### src/hw/rtl/mtf_pkg.sv
package mtf_pkg;

   // Result for a byte that lies outside the alphabet
   localparam logic [7:0] NO_MATCH_CODE = 8'hFF;

   // Kind of pass that travels down the cell row
   typedef enum logic {
      OP_READ = 1'b0,   // fetch the entry at a given position
      OP_MOVE = 1'b1    // take a byte out of the list and put it at the front
   } wave_op_type;

   // One pass as handed from cell to cell
   typedef struct packed {
      logic        valid;
      wave_op_type op;
      logic [7:0]  sym;     // position for a read, byte for a move
      logic [7:0]  carry;   // entry pushed one place back
      logic [7:0]  data;    // entry read, or position where the byte was found
      logic        done;    // byte already found further up the row
      logic        last;    // put the row back to identity behind this pass
      logic        skip;    // leave every entry as it is
   } wave_type;

endpackage

### src/hw/rtl/mtf_cell.sv
module mtf_cell #(
   parameter int CELL_INDEX = 0
) (
   input  logic              clock,
   input  logic              reset,
   input  mtf_pkg::wave_type wave_i,
   output mtf_pkg::wave_type wave_o
);

   localparam logic [7:0] IDX = 8'(CELL_INDEX);

   logic [7:0]        value_ff, value_in;
   mtf_pkg::wave_type wave_ff, wave_in;

   // Work on the passing wave and hand it on
   always_comb begin
      value_in = value_ff;
      wave_in  = wave_i;
      if (wave_i.valid) begin
         unique case (wave_i.op)
            mtf_pkg::OP_READ: begin
               if (wave_i.sym == IDX) begin
                  wave_in.data = value_ff;
               end
            end
            mtf_pkg::OP_MOVE: begin
               if (!wave_i.skip && !wave_i.done) begin
                  // take the pushed entry; stop once the byte itself is met
                  value_in = wave_i.carry;
                  if (value_ff == wave_i.sym) begin
                     wave_in.done = 1'b1;
                     wave_in.data = IDX;
                  end else begin
                     wave_in.carry = value_ff;
                  end
               end
               if (wave_i.last) begin
                  value_in = IDX;
               end
            end
         endcase
      end
   end

   // Hold the entry and the outgoing wave
   always_ff @(posedge clock) begin
      if (reset) begin
         value_ff <= IDX;
         wave_ff  <= '0;
      end else begin
         value_ff <= value_in;
         wave_ff  <= wave_in;
      end
   end

   assign wave_o = wave_ff;

endmodule

### config.mk
export PLATFORM = sky130hd
export DESIGN_NAME = mtf_cell
export DESIGN_NICKNAME = d
export VERILOG_FILES = /design/src/hw/rtl/mtf_pkg.sv /design/src/hw/rtl/mtf_cell.sv
export SDC_FILE = /design/constraint.sdc
export NUM_CORES = 1
export LEC_CHECK = 0
export BUFFER_PORTS_ARGS = -buffer_cell sky130_fd_sc_hd__buf_2
export CORE_MARGIN = 2
export CORE_UTILIZATION = 52
export CTS_BUF_LIST = sky130_fd_sc_hd__clkbuf_8
export CTS_CLUSTER_DIAMETER = 50
export DETAILED_ROUTE_END_ITERATION = 10
export PLACE_DENSITY_LB_ADDON = 0.05
export SKIP_LAST_GASP = 1
export SYNTH_ARGS = -nofsm -noshare
export SYNTH_HDL_FRONTEND = slang
export SYNTH_SLANG_ARGS = --single-unit
### constraint.sdc
create_clock -name clock -period 4.3 [get_ports clock]
set_input_delay 0.215 -clock clock [delete_from_list [all_inputs] [get_ports clock]]
set_output_delay 0.215 -clock clock [all_outputs]
set_load 0.05 [all_outputs]
## After elaboration in Yosys (flattened, before gate mapping)

Cells that the tools add are included.

- Reductions and logical operators: 6
- Shift-type cells: 0
- Order comparisons: 0
- Mux-type cells: 10
- Multiply operators: 0
- Equal/unequal tests: 1
- Bitwise operators: 1
- Add/subtract/negate cells: 0
- Divide/modulo/power cells: 0

Operator list:

| kind | number |
|---|---|
| $mux W8 | 5 |
| $mux W17 | 2 |
| $pmux W8 S2 | 1 |
| $mux W9 | 1 |
| $eq A8 B8 Y1 | 1 |
| $logic_not A8 Y1 | 1 |
| $reduce_and A3 Y1 | 1 |
| $logic_not A1 Y1 | 2 |
| $reduce_bool A2 Y1 | 1 |
| $logic_and A1 B1 Y1 | 1 |
| $mux W1 | 1 |
| $not A1 Y1 | 1 |

- ROM bits: 0
- Memory bits (writable): 0
- Input port bits: 31
- Output and inout port bits: 29
- Memories kept: 0
- Bits in latches: 0
- Bits in registers: 37
- Logic and storage cells: 27

## Longest topological paths before layout

- Depth in word-level cells: 5
- Gate-level depth with buffers: 5
- Gate-level depth less buffers: 4

## Worst setup path before layout

No wires, ideal clock.

- Kind: register to register
- From: register value_ff[7]
- To: register wave_ff, in the netlist wave_o[10]
- Data required time: 4183 ps
- Clock period less this slack: 1372 ps
- Cell stages (with the launch flop): 5
- Setup slack: 2928 ps
- Arrival time: 1254 ps
- Buffers on the path: 0
- Setup time: 117 ps
- Cells stage by stage: dfxtp_1 > xor2_1 > nor4_2 > a31o_2 > nor2_1

- Word-level cells in the longest chain between the ends: 5

RTL lines:

| what | RTL line | text |
|---|---|---|
| start: declaration | mtf_cell.sv:12 | `logic [7:0] value_ff, value_in;` |
| start signal: assignment | mtf_cell.sv:51 | `value_ff <= value_in;` |
| $eq A8 B8 Y1 | mtf_cell.sv:30 | `if (value_ff == wave_i.sym) begin` |
| $mux W9 | mtf_cell.sv:30 |  |
| $mux W17 | mtf_cell.sv:27 | `if (!wave_i.skip && !wave_i.done) begin` |
| $pmux W8 S2 * | mtf_cell.sv:20 | `unique case (wave_i.op)` |
| $mux W17 * | mtf_cell.sv:19 | `if (wave_i.valid) begin` |
| end signal: assignment | mtf_cell.sv:52 | `wave_ff <= wave_in;` |
| end: declaration | mtf_cell.sv:13 | `mtf_pkg::wave_type wave_ff, wave_in;` |

Every way passes the cells marked *; elsewhere a longest branch is shown, timed or not.
A chain may end at the register's enable or synchronous reset.

## Final worst setup path

- From: register value_ff[7]
- To: register wave_ff, in the netlist wave_o[3]

- Word-level cells in the longest chain between the ends: 5

RTL lines:

| what | RTL line |
|---|---|
| $eq A8 B8 Y1 | mtf_cell.sv:30 |
| $mux W9 | mtf_cell.sv:30 |
| $mux W17 | mtf_cell.sv:27 |
| $pmux W8 S2 | mtf_cell.sv:20 |
| $mux W17 | mtf_cell.sv:19 |

Every way passes these cells.

==> impl_summary.md <==
Logic synthesis
In the post-synthesis netlist, the biggest area contributors are dfxtp_1 (53%), mux2i_1 (11%), nand2b_1 (6.7%). Ranked by instance count, the synthesized netlist is headed by dfxtp_1 (37), nor2_1 (18), mux2i_1 (16), nand2b_1 (15), nor2b_1 (12). Dividing the synthesized area by the synthesized cell count gives 10.71 sq um. The synthesized design spends more area on one cell type than any other, namely dfxtp_1. The synthesized instance count is 131. The Yosys step of the flow raised 0 warnings. The share of the yosys chip area belonging to registers is 52.81%. The total nets after synthesis is 162. Counting flops with an async set or reset pin after synthesis yields a share of 0%. In the post-synthesis netlist, the cell with the most instances is dfxtp_1. In this run, distinct cell masters in the synthesized netlist total 18. The number of synthesized register bits is 37. In this run the cell area of the synthesized design comes to 1403 sq um. For this run, the leading register cell type out of synthesis is dfxtp_1. The fraction of post-synthesis cell area in the top cell type by area is 52.81%. In this run, synthesis inferred 0 flip-flops with an integrated enable.

CTS
The CTS tree is yes. The CTS root buffer is clkbuf_8. For this design, the CTS-stage hold fixing added 0 buffers. After clock tree synthesis, the repair step resized 0 gates. The clock latency on the worst-skew pair is 290 ps.

Clock-pin slew was measured on the worst setup and hold paths at 70 ps. Buffers inserted during clock tree synthesis total 5. The buffer levels on the longest clock path is 2.

The number of H-tree branching levels is 2. Once the clock tree was built, the setup fixing pass inserted 0 buffers. The TritonCTS sink count is 37.

Power
The leakage power is 0.0008832 uW. The largest vdd supply drop is 0.3725 mV. For this design the ratio of total power to cell area is 408.3 nW/um^2. The post-layout total power is 741.7 uW.

Critical path
Following the worst setup path forward leads to its endpoint at wave_o[3]. In this run the worst setup path begins at value_ff[7]. The worst register-to-register path has a depth of 4. The capturing point of the worst reg2reg path is wave_o[3]. STA classifies the critical path startpoint as a register. Of all nets on the critical path, the largest fanout is 8.

The arrival time reported for the critical path endpoint is 1740 ps. The reg-to-reg setup timing slack is 2740 ps. In this run the critical register-to-register path is launched from value_ff[7]. The data required time of the worst path is 4480 ps.

The worst setup path is captured at a register. The worst setup path is of the register to register kind.

Timing
The achievable frequency is 0.6423 GHz. The pin slew with the least headroom to its limit is 699.4 ps. The setup clock skew after layout is 4.037 ps. The final critical-path required period is 1557 ps. The final critical path takes up 36.21% of the cycle. The count of final setup violators is 0. The relative max-transition margin is 53.16%. The final-layout setup total negative slack is 0 ps. The count of final hold-check violations is 0. Setup repair after global routing left no endpoint under its margin.

The max-slew violation total from the final report is 0.

Floorplan
The floorplan has 18 rows. The floorplan step set the die height to 55.94 um. During I/O placement, the number of pins put on the boundary was 60. The floorplan step defined a die boundary enclosing 3129 sq um. The effective utilization at floorplan is 55.61%. In this run the horizontal extent of the chip is 55.94 um. The core outline area is 2522 sq um.

Place
After legalization and detailed placement, the total HPWL measured 2175 um. The number of placed instances, taps included, is 215. The number of port buffers is 59.

The routability congestion estimate is 0.7565.

Worst hold path
The tightest min-delay check is of the input port to register type.

GRT
The first global-routing pass estimated 4871 um of wire. The total grt overflow is 0. Global routing used 20.11% of the available tracks across all layers. Entering global routing, the biggest net connects 39 pins. The number of antenna violations at the first check in global routing was 0.

The via count of the first global-routing pass is 1038.

Route
In the routed design, unresolved DRC markers number 0. The final antenna-violating net count is 0. The final routed wirelength across all metal layers is 2960 um. The first routing iteration left 26 violations. Routed signal wires occupy layers up through met4. The met3 wirelength from detailed routing is 228 um. In the detailed route, the total length drawn on met2 is 1357 um. The detailed router placed 1148 vias in this run.

The count of TritonRoute iterations in the first routing pass is 4. Using the TritonRoute via totals, the vias-per-cell ratio works out to 5.148. The detailed-route wire length per cell is 13.27 um.

The detailed router put a total of 1289 um of wire on met1.

Finish
Relative to the synthesized area, the layout overhead comes to 29.53%. Leaving out filler cells and counting taps, the final layout contains 223. In the final layout, the share of cells above drive strength 1 is 37.31%.

The layout net count is 223. The repair_antennas step left the layout with diodes totalling 0.

Outcome
The run finished with clean final reports.

Flow run
Across the run, the number of max-cap violations was 0.
-- per-layer routing --
metal / global-route usage [%] / vias up
met5: 0 / -
met3: 6.279 / 9
met1: 24.38 / 519
li1: - / 569
met4: 11.56 / 0
met2: 31.46 / 51
-- layout make-up --
| type | instances | area (sq um) |
|---|---|---|
| sequential | 37 | 740.7 |
| fill | 213 | 705.7 |
| multi-input combinational | 89 | 641.9 |
| timing repair buffer | 59 | 295.3 |
| clock buffer | 7 | 96.34 |
| tap | 30 | 37.54 |
| clock inverter | 1 | 5.005 |
-- kinds of logic after synthesis --
kind of cell	count (synthesis)	synth area share, %
AND/OR/NAND/NOR	53	22.39
multiplexers	16	11.42
XOR/XNOR	8	4.996
AO/OA/AOI/OAI	12	6.959
buffers and inverters	5	1.427
flip-flops	37	52.81
-- worst max-delay path, cell delays in order, from the launching register on --
cell	delay (ps)
dfxtp_1	360
xor2_1	180
nor4_2	490
a31o_2	340
nor2_1	70
-- sequential cells by signal, indices dropped and copies added (netlist names) --
| name | cells |
|---|---|
| wave_o | 29 |
| value_ff | 8 |
-- placed cells by master (no fill, tap or decap), drive strengths merged, types with 2 or more instances in the layout --
master	synthesis	routed
buf	0	59
dfxtp	37	37
nor2	18	18
mux2i	16	16
nand2b	15	15
nor2b	12	12
xor2	8	8
a22oi	8	8
clkbuf	5	7
nor4	4	4
a31oi	2	2
-- where the power goes --
group          total, uW  switching (uW)  internal, uW  leakage (uW)
clock network        262             117           145     0.0000542
logic                118            83.1          34.9      0.000523
registers            362            4.04           358      0.000306
-- worst min-delay path by stage --
stage | startpoint | to | slack (ps) | cells past startpoint
6_report | wave_i[4] | wave_o[4] | 160 | 3
5_1_grt | wave_i[7] | wave_o[7] | 170 | 3
4_1_cts | wave_i[4] | wave_o[4] | 160 | 3
3_5_place_dp | wave_i[4] | wave_o[4] | 460 | 3
3_3_place_gp | wave_i[4] | wave_o[4] | 450 | 3
2_1_floorplan | wave_i[2] | wave_o[2] | 330 | 2
-- stage by stage --
stage	setup slack, ps	hold slack, ps	cell area [sq um]	util [%]
after global placement	2754	449.2	1715	68.01
after global routing	2648	174.7	1817	72.02
after floorplan	2928	332.7	1403	-
final	2743	158.9	1817	72.02
after detailed placement	2680	459.1	1715	68.01
after CTS	2747	159.9	1817	72.02
(Power assumes the default switching activity.)
