**config.mk**
```make
export PLATFORM = sky130hd
export DESIGN_NAME = mtf_ctrl_flat
export DESIGN_NICKNAME = d
export VERILOG_FILES = /design/src/hw/rtl/mtf_pkg.sv /design/src/hw/rtl/mtf_if.sv /design/src/hw/rtl/mtf_ctrl.sv /design/src/flat_wrapper.sv
export SDC_FILE = /design/constraint.sdc
export NUM_CORES = 1
export LEC_CHECK = 0
export BUFFER_PORTS_ARGS = -buffer_cell sky130_fd_sc_hd__buf_2
export CORE_MARGIN = 4
export CORE_UTILIZATION = 40
export CTS_CLUSTER_SIZE = 14
export DETAILED_ROUTE_END_ITERATION = 8
export PLACE_DENSITY = 0.84
export SYNTH_ARGS = -nofsm -noshare
export SYNTH_HDL_FRONTEND = slang
export SYNTH_SLANG_ARGS = --single-unit
```
**constraint.sdc**
```tcl
create_clock -name clock -period 3.1 [get_ports clock]
set_input_delay 0.31 -clock clock [delete_from_list [all_inputs] [get_ports clock]]
set_output_delay 0.31 -clock clock [all_outputs]
set_load 0.05 [all_outputs]
```
**src/hw/rtl/mtf_pkg.sv**
```systemverilog
package mtf_pkg;

   // Result for a byte that lies outside the alphabet
   localparam logic [7:0] NO_MATCH_CODE = 8'hFF;

   // Kind of pass that travels down the cell row
   typedef enum logic {
      OP_READ = 1'b0,   // fetch the entry at a given position
      OP_MOVE = 1'b1    // take a byte out of the list and put it at the front
   } wave_op_type;

   // One pass as handed from cell to cell
   typedef struct packed {
      logic        valid;
      wave_op_type op;
      logic [7:0]  sym;     // position for a read, byte for a move
      logic [7:0]  carry;   // entry pushed one place back
      logic [7:0]  data;    // entry read, or position where the byte was found
      logic        done;    // byte already found further up the row
      logic        last;    // put the row back to identity behind this pass
      logic        skip;    // leave every entry as it is
   } wave_type;

endpackage

```
**src/hw/rtl/mtf_if.sv**
```systemverilog
// Input item channel
interface mtf_req_if;
   logic       valid;
   logic       ready;
   logic [7:0] symbol_in;
   logic       block_last;

   modport source (output valid, output symbol_in, output block_last, input ready);
   modport sink   (input valid, input symbol_in, input block_last, output ready);
endinterface

// Result item channel
interface mtf_rsp_if;
   logic       valid;
   logic       ready;
   logic [7:0] symbol_out;
   logic       out_last;

   modport source (output valid, output symbol_out, output out_last, input ready);
   modport sink   (input valid, input symbol_out, input out_last, output ready);
endinterface

// Mode register write channel
interface mtf_csr_if;
   logic valid;
   logic ready;
   logic decode_mode;

   modport source (output valid, output decode_mode, input ready);
   modport sink   (input valid, input decode_mode, output ready);
endinterface

```
**src/hw/rtl/mtf_ctrl.sv**
```systemverilog
module mtf_ctrl #(
   parameter int ALPHABET_SIZE = 256
) (
   input  logic              clock,
   input  logic              reset,
   mtf_req_if.sink           req_port,
   mtf_rsp_if.source         rsp_port,
   mtf_csr_if.sink           csr_port,
   output mtf_pkg::wave_type head_o,
   input  mtf_pkg::wave_type tail_i
);

   localparam logic [8:0] SIZE_W   = 9'(ALPHABET_SIZE);
   localparam logic [7:0] LAST_POS = 8'(ALPHABET_SIZE - 1);

   typedef enum logic [3:0] {
      ST_IDLE = 4'b0001,
      ST_READ = 4'b0010,
      ST_MOVE = 4'b0100,
      ST_DONE = 4'b1000
   } state_type;

   state_type         state_ff, state_in;
   logic              mode_ff, mode_in;
   logic              last_ff, last_in;
   logic              skip_ff, skip_in;
   logic [7:0]        res_ff, res_in;
   mtf_pkg::wave_type head_ff, head_in;
   logic              rsp_valid_ff, rsp_valid_in;
   logic [7:0]        rsp_sym_ff, rsp_sym_in;
   logic              rsp_last_ff, rsp_last_in;
   logic              req_take;
   logic              rsp_free;
   logic              out_of_range;

   assign req_take     = req_port.valid && (state_ff == ST_IDLE);
   assign rsp_free     = !rsp_valid_ff || rsp_port.ready;
   assign out_of_range = {1'b0, req_port.symbol_in} >= SIZE_W;

   // Sequence the read and move passes of one item
   always_comb begin
      state_in     = state_ff;
      mode_in      = mode_ff;
      last_in      = last_ff;
      skip_in      = skip_ff;
      res_in       = res_ff;
      head_in      = '0;
      rsp_valid_in = rsp_valid_ff && !rsp_port.ready;
      rsp_sym_in   = rsp_sym_ff;
      rsp_last_in  = rsp_last_ff;

      if (csr_port.valid) begin
         mode_in = csr_port.decode_mode;
      end

      unique case (state_ff)
         ST_IDLE: begin
            if (req_take) begin
               last_in       = req_port.block_last;
               head_in.valid = 1'b1;
               head_in.last  = req_port.block_last;
               if (mode_ff) begin
                  // fetch the entry first, saturating the position
                  head_in.op  = mtf_pkg::OP_READ;
                  head_in.sym = out_of_range ? LAST_POS : req_port.symbol_in;
                  skip_in     = 1'b0;
                  state_in    = ST_READ;
               end else begin
                  head_in.op    = mtf_pkg::OP_MOVE;
                  head_in.sym   = req_port.symbol_in;
                  head_in.carry = req_port.symbol_in;
                  head_in.skip  = out_of_range;
                  skip_in       = out_of_range;
                  state_in      = ST_MOVE;
               end
            end
         end
         ST_READ: begin
            if (tail_i.valid) begin
               // move the fetched byte to the front
               res_in        = tail_i.data;
               head_in.valid = 1'b1;
               head_in.op    = mtf_pkg::OP_MOVE;
               head_in.sym   = tail_i.data;
               head_in.carry = tail_i.data;
               head_in.last  = last_ff;
               state_in      = ST_MOVE;
            end
         end
         ST_MOVE: begin
            if (tail_i.valid) begin
               if (!mode_ff) begin
                  res_in = skip_ff ? mtf_pkg::NO_MATCH_CODE : tail_i.data;
               end
               state_in = ST_DONE;
            end
         end
         ST_DONE: begin
            if (rsp_free) begin
               rsp_valid_in = 1'b1;
               rsp_sym_in   = res_ff;
               rsp_last_in  = last_ff;
               state_in     = ST_IDLE;
            end
         end
         default: state_in = ST_IDLE;
      endcase
   end

   // Control registers
   always_ff @(posedge clock) begin
      if (reset) begin
         state_ff     <= ST_IDLE;
         mode_ff      <= 1'b0;
         head_ff      <= '0;
         rsp_valid_ff <= 1'b0;
      end else begin
         state_ff     <= state_in;
         mode_ff      <= mode_in;
         head_ff      <= head_in;
         rsp_valid_ff <= rsp_valid_in;
      end
   end

   // Payload registers
   always_ff @(posedge clock) begin
      last_ff     <= last_in;
      skip_ff     <= skip_in;
      res_ff      <= res_in;
      rsp_sym_ff  <= rsp_sym_in;
      rsp_last_ff <= rsp_last_in;
   end

   assign req_port.ready      = (state_ff == ST_IDLE);
   assign csr_port.ready      = 1'b1;
   assign rsp_port.valid      = rsp_valid_ff;
   assign rsp_port.symbol_out = rsp_sym_ff;
   assign rsp_port.out_last   = rsp_last_ff;
   assign head_o              = head_ff;

endmodule

```
**src/flat_wrapper.sv**
```systemverilog
// flat-port wrapper written by rule: the top's interface ports become plain ports
module mtf_ctrl_flat 
#(
   parameter int ALPHABET_SIZE = 256
)
  (clock, reset, head_o, tail_i, req_port_valid, req_port_symbol_in, req_port_block_last, req_port_ready, rsp_port_valid, rsp_port_symbol_out, rsp_port_out_last, rsp_port_ready, csr_port_valid, csr_port_decode_mode, csr_port_ready);
  mtf_req_if req_port_i ();
  mtf_rsp_if rsp_port_i ();
  mtf_csr_if csr_port_i ();
  input  logic clock;
  input  logic reset;
  output mtf_pkg::wave_type head_o;
  input  mtf_pkg::wave_type tail_i;
  input wire logic [$bits(req_port_i.valid)-1:0] req_port_valid;
  input wire logic [$bits(req_port_i.symbol_in)-1:0] req_port_symbol_in;
  input wire logic [$bits(req_port_i.block_last)-1:0] req_port_block_last;
  output wire logic [$bits(req_port_i.ready)-1:0] req_port_ready;
  output wire logic [$bits(rsp_port_i.valid)-1:0] rsp_port_valid;
  output wire logic [$bits(rsp_port_i.symbol_out)-1:0] rsp_port_symbol_out;
  output wire logic [$bits(rsp_port_i.out_last)-1:0] rsp_port_out_last;
  input wire logic [$bits(rsp_port_i.ready)-1:0] rsp_port_ready;
  input wire logic [$bits(csr_port_i.valid)-1:0] csr_port_valid;
  input wire logic [$bits(csr_port_i.decode_mode)-1:0] csr_port_decode_mode;
  output wire logic [$bits(csr_port_i.ready)-1:0] csr_port_ready;
  assign req_port_i.valid = req_port_valid;
  assign req_port_i.symbol_in = req_port_symbol_in;
  assign req_port_i.block_last = req_port_block_last;
  assign req_port_ready = req_port_i.ready;
  assign rsp_port_valid = rsp_port_i.valid;
  assign rsp_port_symbol_out = rsp_port_i.symbol_out;
  assign rsp_port_out_last = rsp_port_i.out_last;
  assign rsp_port_i.ready = rsp_port_ready;
  assign csr_port_i.valid = csr_port_valid;
  assign csr_port_i.decode_mode = csr_port_decode_mode;
  assign csr_port_ready = csr_port_i.ready;
  mtf_ctrl #(.ALPHABET_SIZE(ALPHABET_SIZE)) u_core (.clock(clock), .reset(reset), .req_port(req_port_i), .rsp_port(rsp_port_i), .csr_port(csr_port_i), .head_o(head_o), .tail_i(tail_i));
endmodule
```
# Word level (Yosys, flattened, before mapping)
# Index checks and enable logic that the tools add are counted.
[totals] ramBits=0 n_memories=0 word_cells=54 inputBits=44 out_inout_bits=41 ff_bits=44 mem_bits_ro=0 latch_bits=0
[classes] div=0 add_sub_neg=0 bitwise=1 n_reduce_logical=11 n_mul=0 order_cmp=0 eq_ne=9 shifts=0 muxes=20
[ops] op="$mux W18" count=2
[ops] op="$pmux W18 S2" count=1
[ops] op="$mux W8" count=4
[ops] op="$mux W4" count=4
[ops] op="$pmux W4 S4" count=1
[ops] op="$pmux W8 S2" count=1
[ops] op="$mux W9" count=1
[ops] op="$reduce_and A4 Y1" count=2
[ops] op="$ne A2 B2 Y1 const B" count=3
[ops] op="$eq A4 B1 Y1 const B" count=1
[ops] op="$eq A4 B2 Y1 const B" count=1
[ops] op="$eq A4 B3 Y1 const B" count=1
[ops] op="$eq A4 B4 Y1 const B" count=1
[ops] op="$ne A2 B1 Y1 const B" count=2
[ops] op="$reduce_and A2 Y1" count=2
[ops] op="$mux W1" count=3
[ops] op="$mux W3" count=1
[ops] op="$logic_and A1 B1 Y1" count=2
[ops] op="$logic_not A1 Y1" count=2
[ops] op="$mux W2" count=1
[ops] op="$pmux W1 S2" count=1
[ops] op="$reduce_bool A2 Y1" count=1
[ops] op="$reduce_or A2 Y1" count=1
[ops] op="$logic_or A1 B1 Y1" count=1
[ops] op="$not A1 Y1" count=1

# Longest topological paths before layout
[logic_depth] word_depth=4 mapped_depth=6 ltp_nobuf=4

# Worst setup path after synthesis
# Ideal clock, no wire load.
[synth_timing] path_kind="reg-to-reg" startpoint="register u_core.state_ff[2]" endpoint="register u_core.res_ff[0] (enable)" setup_slack_ps=1053 period_less_slack_ps=2047 setup_time_ps=398 stages_incl_launch_ff=5 required_time_ps=2702 arrival_ps=1649 path_buffers=0 path_cell_list="dfxtp_1 > inv_1 > nor3_1 > a21oi_1 > nor4b_1"
[synth_between] elab_chain_cells=3 word_cells_on_any_way=7 classes_between="5 x eq/ne; 2 x reduce/logical"
[synth_lines] element="start: declaration" line="mtf_ctrl.sv:23" source="state_type state_ff, state_in;"
[synth_lines] element="start signal: assignment" line="mtf_ctrl.sv:118" source="state_ff <= state_in;"
[synth_lines] element="$eq A4 B3 Y1 / $eq A4 B2 Y1 (equally long branches)" line="mtf_ctrl.sv:56" source="unique case (state_ff)"
[synth_lines] element="$ne A2 B2 Y1 (no source line) / $reduce_bool A2 Y1 (equally long branches)"
[synth_lines] element="$reduce_and A4 Y1 (no source line) (*)"
[synth_lines] element="end signal: assignment" line="mtf_ctrl.sv:129" source="res_ff <= res_in;"
[synth_lines] element="end: declaration" line="mtf_ctrl.sv:27" source="logic [7:0] res_ff, res_in;"
# Mark *: on every way between the ends. The rest lies on a longest branch, timed or not.
# A chain may end at the register's enable or synchronous reset.

# Worst setup path after layout
[layout_timing] startpoint="register u_core.state_ff[1]" endpoint="register u_core.rsp_sym_ff[0] (netlist: u_core.rsp_port.symbol_out[0]) (enable)"
[layout_between] elab_chain_cells=2
[layout_lines] element="$eq A4 B4 Y1" line="mtf_ctrl.sv:56"
[layout_lines] element="$reduce_and A2 Y1 (no source line)"
[layout_lines] element="end signal: assignment" line="mtf_ctrl.sv:130" source="rsp_sym_ff <= rsp_sym_in;"
[layout_lines] element="end: declaration" line="mtf_ctrl.sv:30" source="logic [7:0] rsp_sym_ff, rsp_sym_in;"
# No other way between the ends.

==> summary.txt <==
Clock network
  • Clock-pin slew of the registers on the worst-case setup and hold paths: 80 ps
  • Clock sinks: 43
  • Clk_lat worst skew: 290 ps
  • Root buffer cell: clkbuf_8
  • CTS resizes: 0
  • Clock Path Buffers: 2
  • # H-tree levels: 2
  • CTS Buf Count: 5
  • Cts hold-fix bufs: 0
  • Setup Fix Bufs, Post-CTS: 0
  • CTS tree: yes

Floorplan
  • FP Rows: 22
  • Placeable Area: 3770 um2
  • DIE WIDTH: 71.3 um
  • Total die area: 5090 um2
  • Vert. Die Dim: 71.3 um
  • Starting Density: 42.5%
  • Top Ports: 85

STA
  • Final Critical Period: 2080 ps
  • Slew HR: 42.2%
  • Unrepaired setup endpoints after global routing: no
  • Slew Limit Fails: 0
  • Fmax: 481 MHz
  • Fin worst setup slack: 1020 ps
  • Final Skew: 3.67 ps
  • Final setup viols: 0
  • Hold Vio Cnt, Final: 0
  • Final worst-path cycle share: 67.1%
  • TNS Setup: 0 ps
  • Slew @ Worst Pin: 865 ps

Worst hold path
  • Hold_sp: tail_i[7]
  • Endpoint, Worst Hold: u_core.res_ff[4]$_DFFE_PP_
  • Worst hold stages: 1
  • Hold Path Class: primary input to register

Placement
  • Post-DP HPWL: 2.36 mm
  • Placer Congestion: 0.677
  • Placed cells: 234
  • Setup WS pre-CTS: 983 ps
  • IO Port Bufs: 53

Setup path
  • Setup crit end kind: register
  • Flop2flop setup slack: 1020 ps
  • Critical-path maximum fanout: 10
  • Max stage delay on crit path: 700 ps
  • Reg-to-reg critical path endpoint: u_core.rsp_port.symbol_out[0]$_DFFE_PP_
  • FF-to-FF Start: u_core.state_ff[1]$_SDFFE_PP0P_
  • CP Launch Type: register
  • FF-to-FF path depth: 2
  • Critical path arrival: 2000 ps
  • Crit Path Class: register to register
  • Worst EP required: 3020 ps
  • CP max-delay cell: nor2b_1
  • Crit-path cells: or4b_1 > nor2b_1

Final layout
  • Diodes inserted: 0
  • Finished Layout Cells: 242
  • Layout cell share with drive strength beyond 1: 34.0%
  • Fillcell total: 356
  • Nets: 237
  • Syn-to-layout area delta: 20.4%

Global routing
  • Gr ovfl total: 0
  • GR peak layer: met2
  • Number of global-route vias before repair: 1,147
  • GR Layer Usage met1: 16.2%
  • GR Util met2: 22.1%
  • Largest net degree at the start of global routing: 21
  • GRT Overall Usage: 13.4%
  • First-pass GRT wire length: 5.23 mm
  • Initial antenna violation count: 0
  • M3 GR Usage: 5.05%

Drt
  • Pre-antenna DRT Iters: 4
  • Detailed-route via count: 1,143
  • Via density: 4.72
  • Wire length per cell: 13.5 um
  • DRT iter0 DRCs: 68
  • DRC Markers: 0
  • Antenna viol nets, final: 0
  • Total Wirelength: 3.27 mm

Yosys
  • Yosys warning count: 0
  • Post-Synth Simple-Gate Area: 15.8%
  • Post-synthesis adder-cell area fraction: 0%
  • XOR/XNOR Fraction of Synth Area: 0.546%
  • Cell area after synthesis: 1600 um2
  • Synthesized area per cell: 11.4 um2
  • Seq/Total Area, Yosys: 64.9%
  • Unique masters post-synth: 32
  • Area fraction in compound gates after synthesis: 9.28%
  • Syn Inst Count: 141
  • Seq cells post-synth: 43
  • Post-synthesis mux area share: 0.624%
  • Main combinational cell family by area after synthesis: simple AND/OR/NAND/NOR gates

Power
  • Post-layout total power: 1.13 mW
  • Peak supply drop: 0.329 mV
  • Static leakage: 0.818 nW
  • PwrDens: 587 nW/um2

Outcome
  • Outcome: complete, no violations

Job
  • MaxCap Viol Count: 0
## routing by layer
metal / part of all wire (%) / wire length (um) / vias up
met5: 0 / 0 / -
met2: 46 / 1510 / 47
li1: - / - / 564
met4: 0.98 / 32 / 0
met1: 42 / 1380 / 527
met3: 11 / 345 / 5
## state kept, by name, summed over array words and instances (netlist names)
name,flops
u_core.head_o,19
u_core.rsp_port.valid,1
u_core.rsp_port.out_last,1
u_core.res_ff,8
u_core.rsp_port.symbol_out,8
u_core.mode_ff,1
u_core.last_ff,1
u_core.state_ff,4
## final cells by class
cell class / instances / area, um2 / area share (%)
timing repair buffer: 54 / 273 / 14.1
clock buffer: 6 / 72.6 / 3.76
tap: 48 / 60.1 / 3.11
sequential: 43 / 1040 / 53.9
multi-input combinational: 88 / 469 / 24.3
clock inverter: 2 / 12.5 / 0.648
inverter: 1 / 3.75 / 0.194
## synthesized netlist by cell type
cell | n | area (um2)
and3b_1 | 1 | 8.76
a22oi_1 | 1 | 7.51
o32ai_1 | 1 | 8.76
mux2i_1 | 1 | 10.0
inv_1 | 1 | 3.75
buf_6 | 2 | 22.5
and4b_1 | 1 | 10.0
a21oi_2 | 2 | 17.5
a31oi_1 | 1 | 6.26
conb_1 | 2 | 7.51
nor4b_1 | 1 | 8.76
nand2b_1 | 1 | 6.26
nor3_1 | 1 | 5.00
nand3b_1 | 1 | 7.51
o31ai_1 | 1 | 7.51
a32oi_1 | 1 | 8.76
xor2_1 | 1 | 8.76
buf_4 | 12 | 90.1
a21oi_1 | 16 | 80.1
edfxtp_1 | 18 | 541
and2_4 | 1 | 8.76
nor2_1 | 13 | 48.8
dfxtp_1 | 25 | 500
o21ai_0 | 1 | 5.00
nor4b_4 | 1 | 23.8
or4b_1 | 1 | 10.0
buf_2 | 2 | 10.0
nor2b_1 | 2 | 12.5
nor4bb_1 | 1 | 10.0
nand2_1 | 25 | 93.8
o21bai_1 | 1 | 7.51
clkbuf_1 | 2 | 7.51
## worst max-delay path, delay by kind of cell, from the launching register on
family        cells  cell delay [ps]
flops             1              420
simple gates      2             1290
## cells in the final DEF (no fill, tap or decap), types with 2 or more instances in the layout
master / count
a21oi_1: 16
a21oi_2: 2
buf_2: 53
clkbuf_8: 5
conb_1: 11
dfxtp_1: 25
edfxtp_1: 18
nand2_1: 25
nor2_1: 13
nor2b_1: 2
## through the flow
stage	hold WS, ps	cell area [um2]	utilization (%)
finish	207	1930	51.2
global placement	400	1850	49.0
global route	202	1930	51.2
floorplan	379	1640	-
detailed placement	405	1850	49.0
CTS	197	1930	51.2
## worst max-delay path by stage
stage	from	end	slack [ps]	depth (start not counted)
final	u_core.state_ff[1]$_SDFFE_PP0P_	u_core.rsp_port.symbol_out[0]$_DFFE_PP_	1020	2
after global routing	u_core.state_ff[3]$_SDFFE_PP0P_	u_core.rsp_port.symbol_out[6]$_DFFE_PP_	820	2
after CTS	u_core.state_ff[1]$_SDFFE_PP0P_	u_core.rsp_port.symbol_out[0]$_DFFE_PP_	970	2
after detailed placement	u_core.state_ff[1]$_SDFFE_PP0P_	u_core.rsp_port.symbol_out[2]$_DFFE_PP_	980	2
after global placement	u_core.state_ff[1]$_SDFFE_PP0P_	u_core.rsp_port.symbol_out[4]$_DFFE_PP_	1060	2
after floorplan	u_core.state_ff[2]$_SDFFE_PP0P_	u_core.res_ff[0]$_DFFE_PP_	1050	4
## cells by family (layout without fill, tap and decap cells)
kind of cell / after synthesis / after routing
DFF: 43 / 43
AOI/OAI and AO/OA: 25 / 25
buffers and inverters: 19 / 63
muxes: 1 / 1
and+or+nand+nor: 50 / 50
other: 2 / 11
xor gates and xnor gates: 1 / 1
## power breakdown
part,total [mW],switching (mW),internal [mW]
sequential,0.616,0.0103,0.606
clock,0.340,0.182,0.157
combinational,0.179,0.136,0.0429
Note: power is estimated with default switching activity, not from simulation.
